==> src/uqpd_pkg.sv <==
// Shared types, constants and decode functions for the URL query pair decoder.
package uqpd_pkg;

  localparam logic [7:0] CH_PLUS  = 8'h2B;
  localparam logic [7:0] CH_PCT   = 8'h25;
  localparam logic [7:0] CH_AMP   = 8'h26;
  localparam logic [7:0] CH_EQ    = 8'h3D;
  localparam logic [7:0] CH_SPACE = 8'h20;
  localparam logic [7:0] CH_0     = 8'h30;
  localparam logic [7:0] CH_9     = 8'h39;
  localparam logic [7:0] CH_LA    = 8'h61;
  localparam logic [7:0] CH_LF    = 8'h66;
  localparam logic [7:0] CH_UA    = 8'h41;
  localparam logic [7:0] CH_UF    = 8'h46;

  localparam logic [9:0] RAW_SAT   = 10'h3FF;
  localparam logic [7:0] PAIRS_SAT = 8'hFF;

  localparam logic [7:0] RST_MAX_KEY   = 8'd63;
  localparam logic [9:0] RST_MAX_VALUE = 10'd255;
  localparam logic [9:0] RST_MAX_RAW   = 10'd383;
  localparam logic [7:0] RST_MAX_PAIRS = 8'd64;

  localparam int QDEPTH = 4;
  localparam int QPW    = $clog2(QDEPTH);

  typedef enum logic [1:0] {
    REG_MAX_KEY   = 2'd0,
    REG_MAX_VALUE = 2'd1,
    REG_MAX_RAW   = 2'd2,
    REG_MAX_PAIRS = 2'd3
  } cfg_reg_e;

  typedef struct packed {
    logic [7:0] max_key_bytes;
    logic [9:0] max_value_bytes;
    logic [9:0] max_raw_pair_bytes;
    logic [7:0] max_pair_count;
  } cfg_t;

  typedef struct packed {
    logic [7:0] query_byte;
    logic       is_final;
  } in_item_t;

  typedef struct packed {
    logic       byte_valid;
    logic [7:0] decoded_byte;
    logic       in_value_part;
    logic       pair_done;
    logic [7:0] pair_number;
    logic       query_done;
  } out_item_t;

  // Up to three results caused by one input byte, in delivery order.
  typedef struct packed {
    out_item_t [2:0] slot;
    logic [1:0]      count;
  } res_group_t;

  typedef struct packed {
    logic       full;
    logic       empty;
  } q_status_t;

  typedef struct packed {
    logic [1:0] hold_count;
    logic [7:0] escape_hold;
    logic [9:0] raw_position;
    logic [7:0] key_count;
    logic [9:0] value_count;
    logic       seen_equals;
    logic [7:0] pairs_seen;
    logic       halted;
  } pair_state_t;

  typedef struct packed {
    pair_state_t st;
    res_group_t  grp;
  } work_t;

  // Returns {is_hex, nibble}.
  function automatic logic [4:0] hex_digit(logic [7:0] b);
    logic [4:0] r;
    r = 5'd0;
    if (b >= CH_0 && b <= CH_9) r = {1'b1, 4'(b - CH_0)};
    else if (b >= CH_LA && b <= CH_LF) r = {1'b1, 4'(b - CH_LA + 8'd10)};
    else if (b >= CH_UA && b <= CH_UF) r = {1'b1, 4'(b - CH_UA + 8'd10)};
    return r;
  endfunction

  function automatic work_t emit(work_t w, logic v, logic [7:0] b, logic iv, logic pd,
                                 logic qd);
    work_t     r;
    out_item_t it;
    r = w;
    it.byte_valid    = v;
    it.decoded_byte  = b;
    it.in_value_part = iv;
    it.pair_done     = pd;
    it.pair_number   = w.st.pairs_seen;
    it.query_done    = qd;
    if (w.grp.count != 2'd3) begin
      r.grp.slot[w.grp.count] = it;
      r.grp.count = w.grp.count + 2'd1;
    end
    return r;
  endfunction

  function automatic logic part_full(work_t w, cfg_t c);
    return w.st.seen_equals ? (w.st.value_count >= c.max_value_bytes)
                            : (w.st.key_count >= c.max_key_bytes);
  endfunction

  function automatic work_t put_byte(work_t w, logic [7:0] b, cfg_t c);
    work_t r;
    r = w;
    if (!part_full(w, c)) begin
      if (w.st.seen_equals) r.st.value_count = w.st.value_count + 10'd1;
      else r.st.key_count = w.st.key_count + 8'd1;
      r = emit(r, 1'b1, b, w.st.seen_equals, 1'b0, 1'b0);
    end
    return r;
  endfunction

  function automatic work_t put_plain(work_t w, logic [7:0] b, cfg_t c);
    return put_byte(w, (b == CH_PLUS) ? CH_SPACE : b, c);
  endfunction

  // Feed for the states with no escape or a bare '%' pending.
  function automatic work_t feed_low(work_t w, logic [7:0] b, cfg_t c);
    work_t r;
    r = w;
    if (w.st.hold_count == 2'd0) begin
      if (!part_full(w, c)) begin
        if (b == CH_PCT) r.st.hold_count = 2'd1;
        else r = put_plain(w, b, c);
      end
    end else begin
      r.st.escape_hold = b;
      r.st.hold_count  = 2'd2;
    end
    return r;
  endfunction

  function automatic work_t feed(work_t w, logic [7:0] b, cfg_t c);
    work_t      r;
    logic [4:0] hi;
    logic [4:0] lo;
    logic [7:0] first;
    r = w;
    if (w.st.hold_count == 2'd0 || w.st.hold_count == 2'd1) begin
      r = feed_low(w, b, c);
    end else begin
      hi    = hex_digit(w.st.escape_hold);
      lo    = hex_digit(b);
      first = w.st.escape_hold;
      r.st.hold_count  = 2'd0;
      r.st.escape_hold = 8'd0;
      if (hi[4] && lo[4]) begin
        r = put_byte(r, {hi[3:0], lo[3:0]}, c);
      end else begin
        r = feed_low(r, first, c);
        r = feed_low(r, b, c);
      end
    end
    return r;
  endfunction

  // Ends a pending escape literally, as at the end of a part.
  function automatic work_t flush_part(work_t w, cfg_t c);
    work_t r;
    r = w;
    r.st.hold_count  = 2'd0;
    r.st.escape_hold = 8'd0;
    if (w.st.hold_count != 2'd0) r = put_byte(r, CH_PCT, c);
    if (w.st.hold_count[1]) r = put_plain(r, w.st.escape_hold, c);
    return r;
  endfunction

  function automatic work_t close_pair(work_t w, logic qd, cfg_t c);
    work_t r;
    r = flush_part(w, c);
    r = emit(r, 1'b0, 8'd0, 1'b0, 1'b1, qd);
    if (r.st.pairs_seen != PAIRS_SAT) r.st.pairs_seen = r.st.pairs_seen + 8'd1;
    if (r.st.pairs_seen >= c.max_pair_count) r.st.halted = 1'b1;
    r.st.hold_count   = 2'd0;
    r.st.escape_hold  = 8'd0;
    r.st.raw_position = 10'd0;
    r.st.key_count    = 8'd0;
    r.st.value_count  = 10'd0;
    r.st.seen_equals  = 1'b0;
    return r;
  endfunction

endpackage

==> src/url_query_pair_decoder.sv <==
// Top level of the streaming URL query string pair splitter and percent decoder.
//
// Raw query bytes enter at one per clock cycle while the queue is not full; each accepted
// byte is split, decoded and turned at once into a group of zero to three results. A group
// with at least one result waits in a four-group queue until the output stage hands its
// results out one per cycle while out_stall_i is low. A byte may give several results (an
// ending pair with a pending escape, for instance), and the input stalls only
// when the four-group queue is full. There is no clearing pass after reset. The limit
// registers may be written at any index through the configuration port, which is always
// ready; write them only while no transaction is in flight.
module url_query_pair_decoder
  import uqpd_pkg::*;
(
  input  logic      clk_i,
  input  logic      rst_ni,
  input  logic      in_valid_i,
  input  in_item_t  in_data_i,
  output logic      in_stall_o,
  output logic      out_valid_o,
  output out_item_t out_data_o,
  input  logic      out_stall_i,
  input  logic      cfg_valid_i,
  output logic      cfg_ready_o,
  input  logic [1:0] cfg_index_i,
  input  logic [9:0] cfg_data_i
);

  cfg_t       cfg;
  q_status_t  q_stat;
  logic       q_push;
  logic       q_pop;
  res_group_t push_grp;
  res_group_t head_grp;

  uqpd_cfg_regs u_cfg (
    .clk_i       (clk_i),
    .rst_ni      (rst_ni),
    .cfg_valid_i (cfg_valid_i),
    .cfg_ready_o (cfg_ready_o),
    .cfg_index_i (cfg_index_i),
    .cfg_data_i  (cfg_data_i),
    .cfg_o       (cfg)
  );

  uqpd_front u_front (
    .clk_i      (clk_i),
    .rst_ni     (rst_ni),
    .cfg_i      (cfg),
    .in_valid_i (in_valid_i),
    .in_data_i  (in_data_i),
    .in_stall_o (in_stall_o),
    .q_stat_i   (q_stat),
    .push_o     (q_push),
    .grp_o      (push_grp)
  );

  uqpd_queue u_queue (
    .clk_i       (clk_i),
    .rst_ni      (rst_ni),
    .push_i      (q_push),
    .push_data_i (push_grp),
    .pop_i       (q_pop),
    .head_o      (head_grp),
    .stat_o      (q_stat)
  );

  uqpd_back u_back (
    .clk_i       (clk_i),
    .rst_ni      (rst_ni),
    .head_i      (head_grp),
    .q_stat_i    (q_stat),
    .pop_o       (q_pop),
    .out_valid_o (out_valid_o),
    .out_stall_i (out_stall_i),
    .out_data_o  (out_data_o)
  );

`ifndef SYNTH
  // The front end must never push into a full queue.
  assert property (@(posedge clk_i) disable iff (!rst_ni) q_push |-> !q_stat.full)
    else $error("result group pushed into a full queue");

  // Groups in the queue always carry at least one result.
  assert property (@(posedge clk_i) disable iff (!rst_ni)
    out_valid_o |-> (head_grp.count != 2'd0))
    else $error("empty result group at the queue head");

  // A pair marker never carries a data byte.
  assert property (@(posedge clk_i) disable iff (!rst_ni)
    (out_valid_o && out_data_o.pair_done) |-> !out_data_o.byte_valid)
    else $error("pair marker carries a data byte");
`endif

endmodule

==> src/uqpd_cfg_regs.sv <==
// Configuration register file for the limits of the query pair decoder.
module uqpd_cfg_regs
  import uqpd_pkg::*;
(
  input  logic       clk_i,
  input  logic       rst_ni,
  input  logic       cfg_valid_i,
  output logic       cfg_ready_o,
  input  logic [1:0] cfg_index_i,
  input  logic [9:0] cfg_data_i,
  output cfg_t       cfg_o
);

  cfg_t cfg_q;
  cfg_t cfg_d;

  assign cfg_ready_o = 1'b1;
  assign cfg_o       = cfg_q;

  always_comb begin
    cfg_d = cfg_q;
    if (cfg_valid_i) begin
      unique case (cfg_reg_e'(cfg_index_i))
        REG_MAX_KEY:   cfg_d.max_key_bytes      = cfg_data_i[7:0];
        REG_MAX_VALUE: cfg_d.max_value_bytes    = cfg_data_i;
        REG_MAX_RAW:   cfg_d.max_raw_pair_bytes = cfg_data_i;
        REG_MAX_PAIRS: cfg_d.max_pair_count     = cfg_data_i[7:0];
        default:       cfg_d = cfg_q;
      endcase
    end
  end

  always_ff @(posedge clk_i or negedge rst_ni) begin
    if (!rst_ni) begin
      cfg_q.max_key_bytes      <= RST_MAX_KEY;
      cfg_q.max_value_bytes    <= RST_MAX_VALUE;
      cfg_q.max_raw_pair_bytes <= RST_MAX_RAW;
      cfg_q.max_pair_count     <= RST_MAX_PAIRS;
    end else begin
      cfg_q <= cfg_d;
    end
  end

endmodule

==> src/uqpd_front.sv <==
// Front end: accepts raw bytes, tracks pair state and builds the result group per byte.
module uqpd_front
  import uqpd_pkg::*;
(
  input  logic       clk_i,
  input  logic       rst_ni,
  input  cfg_t       cfg_i,
  input  logic       in_valid_i,
  input  in_item_t   in_data_i,
  output logic       in_stall_o,
  input  q_status_t  q_stat_i,
  output logic       push_o,
  output res_group_t grp_o
);

  pair_state_t st_q;
  pair_state_t st_d;
  work_t       w;
  logic        closed;
  logic        accept;
  logic [7:0]  b;
  logic        fin;

  assign b          = in_data_i.query_byte;
  assign fin        = in_data_i.is_final;
  assign in_stall_o = q_stat_i.full;
  assign accept     = in_valid_i && !q_stat_i.full;

  always_comb begin
    w.st   = st_q;
    w.grp  = '0;
    closed = 1'b0;
    if (!st_q.halted && st_q.pairs_seen < cfg_i.max_pair_count) begin
      if (b != CH_AMP) begin
        if (w.st.raw_position < cfg_i.max_raw_pair_bytes) begin
          w.st.raw_position = w.st.raw_position + 10'd1;
          if (!w.st.seen_equals && b == CH_EQ) begin
            w = flush_part(w, cfg_i);
            w.st.seen_equals = 1'b1;
          end else begin
            w = feed(w, b, cfg_i);
          end
          // The last byte within the raw limit also ends any pending escape.
          if (w.st.raw_position == cfg_i.max_raw_pair_bytes) w = flush_part(w, cfg_i);
        end else if (w.st.raw_position != RAW_SAT) begin
          w.st.raw_position = w.st.raw_position + 10'd1;
        end
      end
      if ((b == CH_AMP || fin) && w.st.raw_position != 10'd0) begin
        w      = close_pair(w, fin, cfg_i);
        closed = 1'b1;
      end
    end
    if (fin) begin
      if (!closed) w = emit(w, 1'b0, 8'd0, 1'b0, 1'b0, 1'b1);
      w.st = '0;
    end
    st_d = accept ? w.st : st_q;
  end

  assign push_o = accept && (w.grp.count != 2'd0);
  assign grp_o  = w.grp;

  always_ff @(posedge clk_i or negedge rst_ni) begin
    if (!rst_ni) begin
      st_q <= '0;
    end else begin
      st_q <= st_d;
    end
  end

endmodule

==> src/uqpd_queue.sv <==
// Short queue of result groups between the front end and the output stage.
module uqpd_queue
  import uqpd_pkg::*;
(
  input  logic       clk_i,
  input  logic       rst_ni,
  input  logic       push_i,
  input  res_group_t push_data_i,
  input  logic       pop_i,
  output res_group_t head_o,
  output q_status_t  stat_o
);

  res_group_t          mem_q [QDEPTH];
  logic [QPW-1:0]      wr_ptr_q;
  logic [QPW-1:0]      rd_ptr_q;
  logic [QPW:0]        fill_q;
  logic [QPW:0]        fill_d;
  logic                do_push;
  logic                do_pop;

  assign stat_o.full  = (fill_q == (QPW + 1)'(QDEPTH));
  assign stat_o.empty = (fill_q == '0);
  assign do_push      = push_i && !stat_o.full;
  assign do_pop       = pop_i && !stat_o.empty;
  assign head_o       = mem_q[rd_ptr_q];

  always_comb begin
    fill_d = fill_q;
    if (do_push && !do_pop) fill_d = fill_q + (QPW + 1)'(1);
    else if (do_pop && !do_push) fill_d = fill_q - (QPW + 1)'(1);
  end

  always_ff @(posedge clk_i) begin
    if (do_push) mem_q[wr_ptr_q] <= push_data_i;
  end

  always_ff @(posedge clk_i or negedge rst_ni) begin
    if (!rst_ni) begin
      wr_ptr_q <= '0;
      rd_ptr_q <= '0;
      fill_q   <= '0;
    end else begin
      if (do_push) wr_ptr_q <= wr_ptr_q + QPW'(1);
      if (do_pop) rd_ptr_q <= rd_ptr_q + QPW'(1);
      fill_q <= fill_d;
    end
  end

endmodule

==> src/uqpd_back.sv <==
// Output stage: hands out the results of the queued group one per transaction.
module uqpd_back
  import uqpd_pkg::*;
(
  input  logic       clk_i,
  input  logic       rst_ni,
  input  res_group_t head_i,
  input  q_status_t  q_stat_i,
  output logic       pop_o,
  output logic       out_valid_o,
  input  logic       out_stall_i,
  output out_item_t  out_data_o
);

  logic [1:0] idx_q;
  logic [1:0] idx_d;
  logic       take;
  logic       last;

  assign out_valid_o = !q_stat_i.empty;
  assign out_data_o  = head_i.slot[idx_q];
  assign take        = out_valid_o && !out_stall_i;
  assign last        = (idx_q == head_i.count - 2'd1);
  assign pop_o       = take && last;

  always_comb begin
    idx_d = idx_q;
    if (take) idx_d = last ? 2'd0 : idx_q + 2'd1;
  end

  always_ff @(posedge clk_i or negedge rst_ni) begin
    if (!rst_ni) begin
      idx_q <= 2'd0;
    end else begin
      idx_q <= idx_d;
    end
  end

endmodule
==> config.mk <==
export PLATFORM = sky130hd
export DESIGN_NAME = url_query_pair_decoder
export DESIGN_NICKNAME = d
export VERILOG_FILES = /design/src/uqpd_pkg.sv /design/src/url_query_pair_decoder.sv /design/src/uqpd_cfg_regs.sv /design/src/uqpd_front.sv /design/src/uqpd_queue.sv /design/src/uqpd_back.sv
export SDC_FILE = /design/constraint.sdc
export NUM_CORES = 1
export LEC_CHECK = 0
export BUFFER_PORTS_ARGS = -buffer_cell sky130_fd_sc_hd__buf_2
export CAP_MARGIN = 20
export CORE_MARGIN = 8
export CORE_UTILIZATION = 35
export DETAILED_ROUTE_END_ITERATION = 7
export PLACE_DENSITY_LB_ADDON = 0.25
export SLEW_MARGIN = 15
export SYNTH_ARGS = -nofsm -noshare
export SYNTH_HDL_FRONTEND = slang
export SYNTH_SLANG_ARGS = --single-unit
==> constraint.sdc <==
create_clock -name clk_i -period 16.7 [get_ports clk_i]
set_input_delay 1.67 -clock clk_i [delete_from_list [all_inputs] [get_ports clk_i]]
set_output_delay 1.67 -clock clk_i [all_outputs]
set_load 0.05 [all_outputs]
==> impl_metrics.csv, run 1 <==
group,metric,value,unit
clocking,clockBufferDepth,3,
worst_setup_path,cp_slowest_cell,"a211oi_1",
die,die_w,280,um
sta,finalSetupViolations,0,
global_routing,grt_max_degree,64,
global_routing,grt_overflow_total,0,
worst_setup_path,end_kind,"register",
clocking,cts-root-buf,"clkbuf_16",
detailed_routing,num_vias,20134,
final_layout,nets,2696,
min_path,min_path_cells,1,
detailed_routing,ant_nets,0,
final_layout,fillers,6690,
die,dieHeight,280,um
worst_setup_path,r2r_slack,0.91,ns
detailed_routing,wire_per_inst,23.4,um
final_layout,diodes,0,
synthesis,synth_edf_count,248,
sta,fin_setup_tns,0,ns
synthesis,synthesis.area,24400,sq um
sta,worstMarginPinSlew,1.04,ns
clocking,path_clk_slew,0.06,ns
sta,period_minus_slack,15.79,ns
detailed_routing,dr.pass1.iters,7,
detailed_routing,drtIter0Drc,1751,
sta,hold_viol_final,0,
synthesis,synth.yosys.seq_area_share,0.402,
final_layout,drive_gt1_frac,0.184,
global_routing,grt_pass1_vias,20114,
detailed_routing,viasPerCell,5.84,
worst_setup_path,cp.required,16.94,ns
global_routing,grt_pass1_wl,124000,um
global_routing,antenna_found_initial,1,
die,ios,49,
synthesis,synth_seq_cells,341,
synthesis,synthFlopType,"edfxtp_1",
power_and_ir_drop,power_density,147,nW/um^2
worst_setup_path,r2r_cells,65,
final_layout,syn_to_final_growth,14.3,%
synthesis,synthCells,2375,
sta,clock.fmax,0.0633,GHz
sta,hold_slack,0.509,ns
synthesis,ys_types,117,
die,core-area,68800,sq um
flow_run,max-cap-violations,0,
min_path,hold_start,"u_cfg.cfg_o[3]",
worst_setup_path,worstSetupPathType,"register to register",
final_layout,postLayoutCoreUtil,0.405,
clocking,cts_buffers,37,
clocking,clock_sinks,341,
clocking,htreeDepth,2,
place,place_congestion,0.959,
sta,period_share,0.946,
sta,slew_violations,0,
worst_setup_path,crit_path_start,"u_cfg.cfg_o[25]",
synthesis,syn_avg_cell_area,10.3,sq um
synthesis,synth_top_area_share,0.306,
synthesis,synthArstFlopShare,0.273,
power_and_ir_drop,total_power,4090,uW
place,hpwl,59500,um
worst_setup_path,cp_common_cell,"a21o_1",
power_and_ir_drop,ir_drop,160,uV
power_and_ir_drop,total_leakage_power,0.0109,uW
min_path,min_path_type,"register to register",
place,dpl.cell_count,3377,
detailed_routing,routed_wl,80800,um
worst_setup_path,start_kind,"register",
detailed_routing,drc,0,
run_status,status,"finished clean",
final_layout,multi_input_area,13700,sq um
synthesis,synth_warnings,0,
global_routing,grt_use_total,0.201,
sta,rsz0062_at_grt,"no",
final_layout,regArea,9810,sq um
die,start_util,0.354,
sta,relSlewSlack,0.307,
die,die_area,78300,sq um
synthesis,yosysTopAreaCell,"edfxtp_1",
die,rows,96,
synthesis,synth_area_leaders,"edfxtp_1 31%, ha_1 9.3%, dfrtp_1 7.2%",
clocking,clk_latency,0.56,ns
worst_setup_path,r2r_start,"u_cfg.cfg_o[25]",
final_layout,final_cells,3448,
min_path,min_to,"u_cfg.cfg_o[3]",
worst_setup_path,critical_path.max_stage_delay,0.69,ns
clocking,cts_tree,"built",
sta,fin_skew,0.0149,ns
worst_setup_path,cp_data_arrival_time,16.03,ns
worst_setup_path,r2r_end,"u_queue.mem_q[1][13]",
place,port_buffers,47,
worst_setup_path,path_max_fanout,16,
## synth_stat cells, types with 7 or more instances
cell type	n
mux2_2	37
dfrtp_1	70
and4_1	10
or3_1	15
edfxtp_1	248
nand2_1	199
o22ai_1	44
a211oi_1	20
xnor2_1	90
a21o_1	31
nand4_1	32
o211ai_1	21
mux4_2	62
nand3_1	75
a31oi_1	28
inv_1	107
buf_2	18
ha_1	181
o2111ai_1	10
nor4_1	15
nor3_1	38
nor3b_1	8
a21oi_1	120
o21a_1	18
mux2i_1	31
and2_1	28
nor2b_1	31
nor2_1	142
or2_2	11
clkbuf_1	99
a22oi_1	25
o21ai_1	13
o21ai_0	142
and3_1	21
o31a_1	7
o31ai_1	10
dfstp_2	23
xor2_1	32
a22o_1	30
nand3b_1	11
buf_1	16
nand2b_1	26
## metrics by stage
step                setup WS [ns]  cell area, sq um
finish                      0.907             27800
global route               0.0431             27800
CTS                         0.664             27800
detailed placement          0.703             26500
global placement            0.940             26500
floorplan                    1.07             24400
## area by class of cell
cell class              instances  share of cell area
multi-input cells            1800               0.493
flip-flops and latches        341               0.352
repair buffers                193              0.0513
well taps                     931              0.0418
clock buffers                  54              0.0392
inverters                     115              0.0155
clock inverters                14             0.00723
## kinds of logic (layout without fill, tap and decap cells)
logic type                 after synthesis  in the layout  share of synthesized area
and+or+nand+nor                        695            695                      0.145
buffers and inverters                  253            376                     0.0408
other                                    2             21                   0.000308
adders and majority gates              182            182                     0.0938
AOI/OAI and AO/OA                      647            647                      0.185
DFF                                    341            341                      0.402
muxes                                  131            131                     0.0876
xor gates and xnor gates               124            124                     0.0454
## report_power, final
group	switching (uW)	internal, uW	total (uW)
sequential	80.3	1130	1210
clock	346	507	854
combinational	1260	763	2020
total	1690	2400	4090
## flip-flops by register name (all words and copies together) (netlist names)
name	flops
u_queue.rd_ptr_q	2
u_cfg.cfg_o	36
u_back.idx_q	2
u_front.st_q	48
u_queue.wr_ptr_q	2
u_queue.mem_q	248
u_queue.fill_q	3
## placed cells by master, fill, tap and decap left out, drive strengths merged, types with 78 or more instances in the layout
cell / Yosys / routed
ha: 181 / 181
edfxtp: 248 / 248
o21ai: 158 / 158
inv: 111 / 113
a21oi: 122 / 122
xnor2: 91 / 91
buf: 38 / 193
nor2: 143 / 143
nand2: 199 / 199
nand3: 78 / 78
## worst max path at each step
stage	end	slack, ns	cells after the start
floorplan	u_queue.mem_q[0][0]	1.07	74
global placement	u_queue.fill_q[2]	0.94	74
detailed placement	u_queue.fill_q[2]	0.70	69
CTS	u_queue.fill_q[2]	0.66	71
global route	u_queue.fill_q[2]	0.04	72
finish	u_queue.mem_q[1][13]	0.91	65
## critical path, delay by kind of cell, from the launching register on
family                   cells  cell delay, ns
flip-flops                   1            0.52
adder cells (fa/ha/maj)      6            1.84
AO/OA/AOI/OAI               31            7.94
multiplexers                 1            0.27
buffers and inverters        7            1.13
XOR/XNOR                     5            0.95
AND/OR/NAND/NOR             15            2.81
## repair_timing
item                       CTS  global route
gates resized for setup      0            11
buffers inserted             0             3
hold endpoints to repair     0             0
hold buffers                 0             0
setup endpoints to repair    0           441
## layer usage
| layer | vias to the layer above | global-route usage | wire length [um] |
|---|---|---|---|
| met1 | 9987 | 0.261 | 34800 |
| met5 | - | 0 | 12 |
| met4 | 2 | 0.0810 | 3150 |
| met3 | 189 | 0.0319 | 4590 |
| met2 | 732 | 0.335 | 38200 |
| li1 | 9224 | - | - |
Note: power is estimated with default switching activity, not from simulation.
==> run 2, diff against run 1 <==
Settings changed: CTS_CLUSTER_SIZE set to 16.
Clock period 16.7 ns to 16.05 ns, I/O delays scaled along.
==> impl_metrics.csv, run 2 (same netlist as run 1, synthesis figures left out) <==
group,metric,value,unit
clocking,cts_tree,"built",
global_routing,grt_pass1_wl,123000,um
flow_run,max-cap-violations,0,
clocking,cts_hold_buf,0,
worst_setup_path,critical_path.max_stage_delay,0.51,ns
worst_setup_path,worstSetupPathType,"register to register",
final_layout,largest-register,"u_queue.mem_q",
final_layout,drive_gt1_frac,0.184,
sta,rsz0062_at_grt,"yes",
final_layout,nets,2685,
sta,finalSetupViolations,0,
global_routing,grt_pass1_vias,20092,
min_path,min_path_cells,1,
detailed_routing,viasPerCell,5.85,
worst_setup_path,start_kind,"register",
sta,period_minus_slack,15.29,ns
clocking,clockBufferDepth,3,
place,port_buffers,47,
sta,period_share,0.953,
worst_setup_path,r2r_cells,69,
place,pre_cts_slack,-0.743,ns
die,die_area,78300,sq um
final_layout,final_cell_mix,"248 x edfxtp_1, 199 x nand2_1, 181 x ha_1",
die,dieHeight,280,um
place,dpl.cell_count,3356,
die,core-area,68800,sq um
sta,worstMarginPinSlew,1.02,ns
min_path,min_to,"u_queue.fill_q[2]",
worst_setup_path,r2r_start,"u_cfg.cfg_o[32]",
power_and_ir_drop,power_density,153,nW/um^2
detailed_routing,ant_nets,0,
place,place_congestion,0.980,
sta,relSlewSlack,0.315,
worst_setup_path,cp_data_arrival_time,15.74,ns
sta,slew_violations,0,
worst_setup_path,end_kind,"register",
clocking,clock_sinks,341,
sta,clock.fmax,0.0654,GHz
global_routing,antenna_found_initial,1,
clocking,htreeDepth,2,
global_routing,grt_overflow_total,0,
final_layout,final_cells,3439,
place,hpwl,58800,um
clocking,path_clk_slew,0.06,ns
sta,fin_ws,0.756,ns
worst_setup_path,r2r_slack,0.76,ns
detailed_routing,drc,0,
final_layout,diodes,0,
worst_setup_path,path_max_fanout,17,
sta,hold_viol_final,0,
place,placed_cell_area,26300,sq um
die,die_w,280,um
min_path,hold_start,"u_queue.fill_q[2]",
global_routing,grt_max_degree,64,
sta,fin_skew,0.0345,ns
die,ios,49,
die,start_util,0.354,
power_and_ir_drop,ir_drop,89.0,uV
final_layout,final_common_cell,"edfxtp_1",
detailed_routing,drtIter0Drc,2062,
worst_setup_path,r2r_end,"u_queue.fill_q[1]",
min_path,min_path_type,"register to register",
detailed_routing,routed_wl,80400,um
final_layout,fin_area,27800,sq um
final_layout,postLayoutCoreUtil,0.404,
detailed_routing,dr.pass1.iters,6,
clocking,clk_latency,0.57,ns
final_layout,syn_to_final_growth,14.1,%
clocking,cts-root-buf,"clkbuf_16",
detailed_routing,num_vias,20108,
final_layout,largest_reg_flops,248,
run_status,status,"finished clean",
worst_setup_path,cp_common_cell,"a21o_1",
die,rows,96,
detailed_routing,wire_per_inst,23.4,um
global_routing,grt_use_total,0.200,
worst_setup_path,crit_path_start,"u_cfg.cfg_o[32]",
power_and_ir_drop,total_leakage_power,0.0108,uW
clocking,cts_buffers,39,
worst_setup_path,cp_slowest_cell,"dfstp_2",
worst_setup_path,cp.required,16.50,ns
-- run 2: repair_timing --
| item | in CTS | in global routing |
|---|---|---|
| gates cloned | 0 | 0 |
| setup endpoints to repair | 436 | 449 |
| resized for setup | 2 | 24 |
| hold endpoints to repair | 0 | 0 |
| buffers inserted | 2 | 9 |
| pin swaps | 1 | 7 |
-- run 2: how the worst max path moves through the flow --
| stage | endpoint | depth (start not counted) |
|---|---|---|
| 2_1_floorplan | u_queue.mem_q[0][0] | 74 |
| 3_3_place_gp | u_queue.fill_q[2] | 70 |
| 3_5_place_dp | u_queue.fill_q[2] | 73 |
| 4_1_cts | u_queue.fill_q[2] | 73 |
| 5_1_grt | u_queue.fill_q[1] | 73 |
| 6_report | u_queue.fill_q[1] | 69 |
-- run 2: routing by layer --
metal / routed length [um] / track usage / share of wire / up-vias
met3: 4770 / 0.0302 / 0.059 / 174
met4: 2760 / 0.0738 / 0.034 / 0
met1: 35100 / 0.266 / 0.44 / 9973
met2: 37800 / 0.329 / 0.47 / 720
met5: 0 / 0 / 0 / -
li1: - / - / - / 9241
-- run 2: final cells by class --
cell class	instances	area, sq um
flip-flops and latches	341	9810
multi-input cells	1800	13800
clock inverters	28	334
fillers	6649	41000
repair buffers	180	1290
inverters	115	439
well taps	931	1160
clock buffers	44	1000
-- run 2: report_power, final --
group / switching (uW) / total (uW) / internal, uW
logic: 1300 / 2060 / 759
clock network: 376 / 929 / 553
registers: 88.5 / 1270 / 1180
-- run 2: per-stage QoR --
stage | hold slack, ns | power, uW | TNS, ns
final | 0.500 | 4260 | 0
after global routing | 0.530 | 4500 | -0.134
after CTS | 0.505 | 4250 | 0
after detailed placement | 0.497 | 3310 | -187.77
after global placement | 0.490 | 3280 | -55.60
after floorplan | 0.464 | 2690 | 0
-- run 2: critical path, delay by kind of cell (launching register included) --
family,cells,cell delay (ns)
AO/OA/AOI/OAI,32,6.80
AND/OR/NAND/NOR,17,3.11
adder cells (fa/ha/maj),8,2.33
buffers and inverters,6,1.06
XOR/XNOR,4,0.71
multiplexers,2,0.65
flip-flops,1,0.51
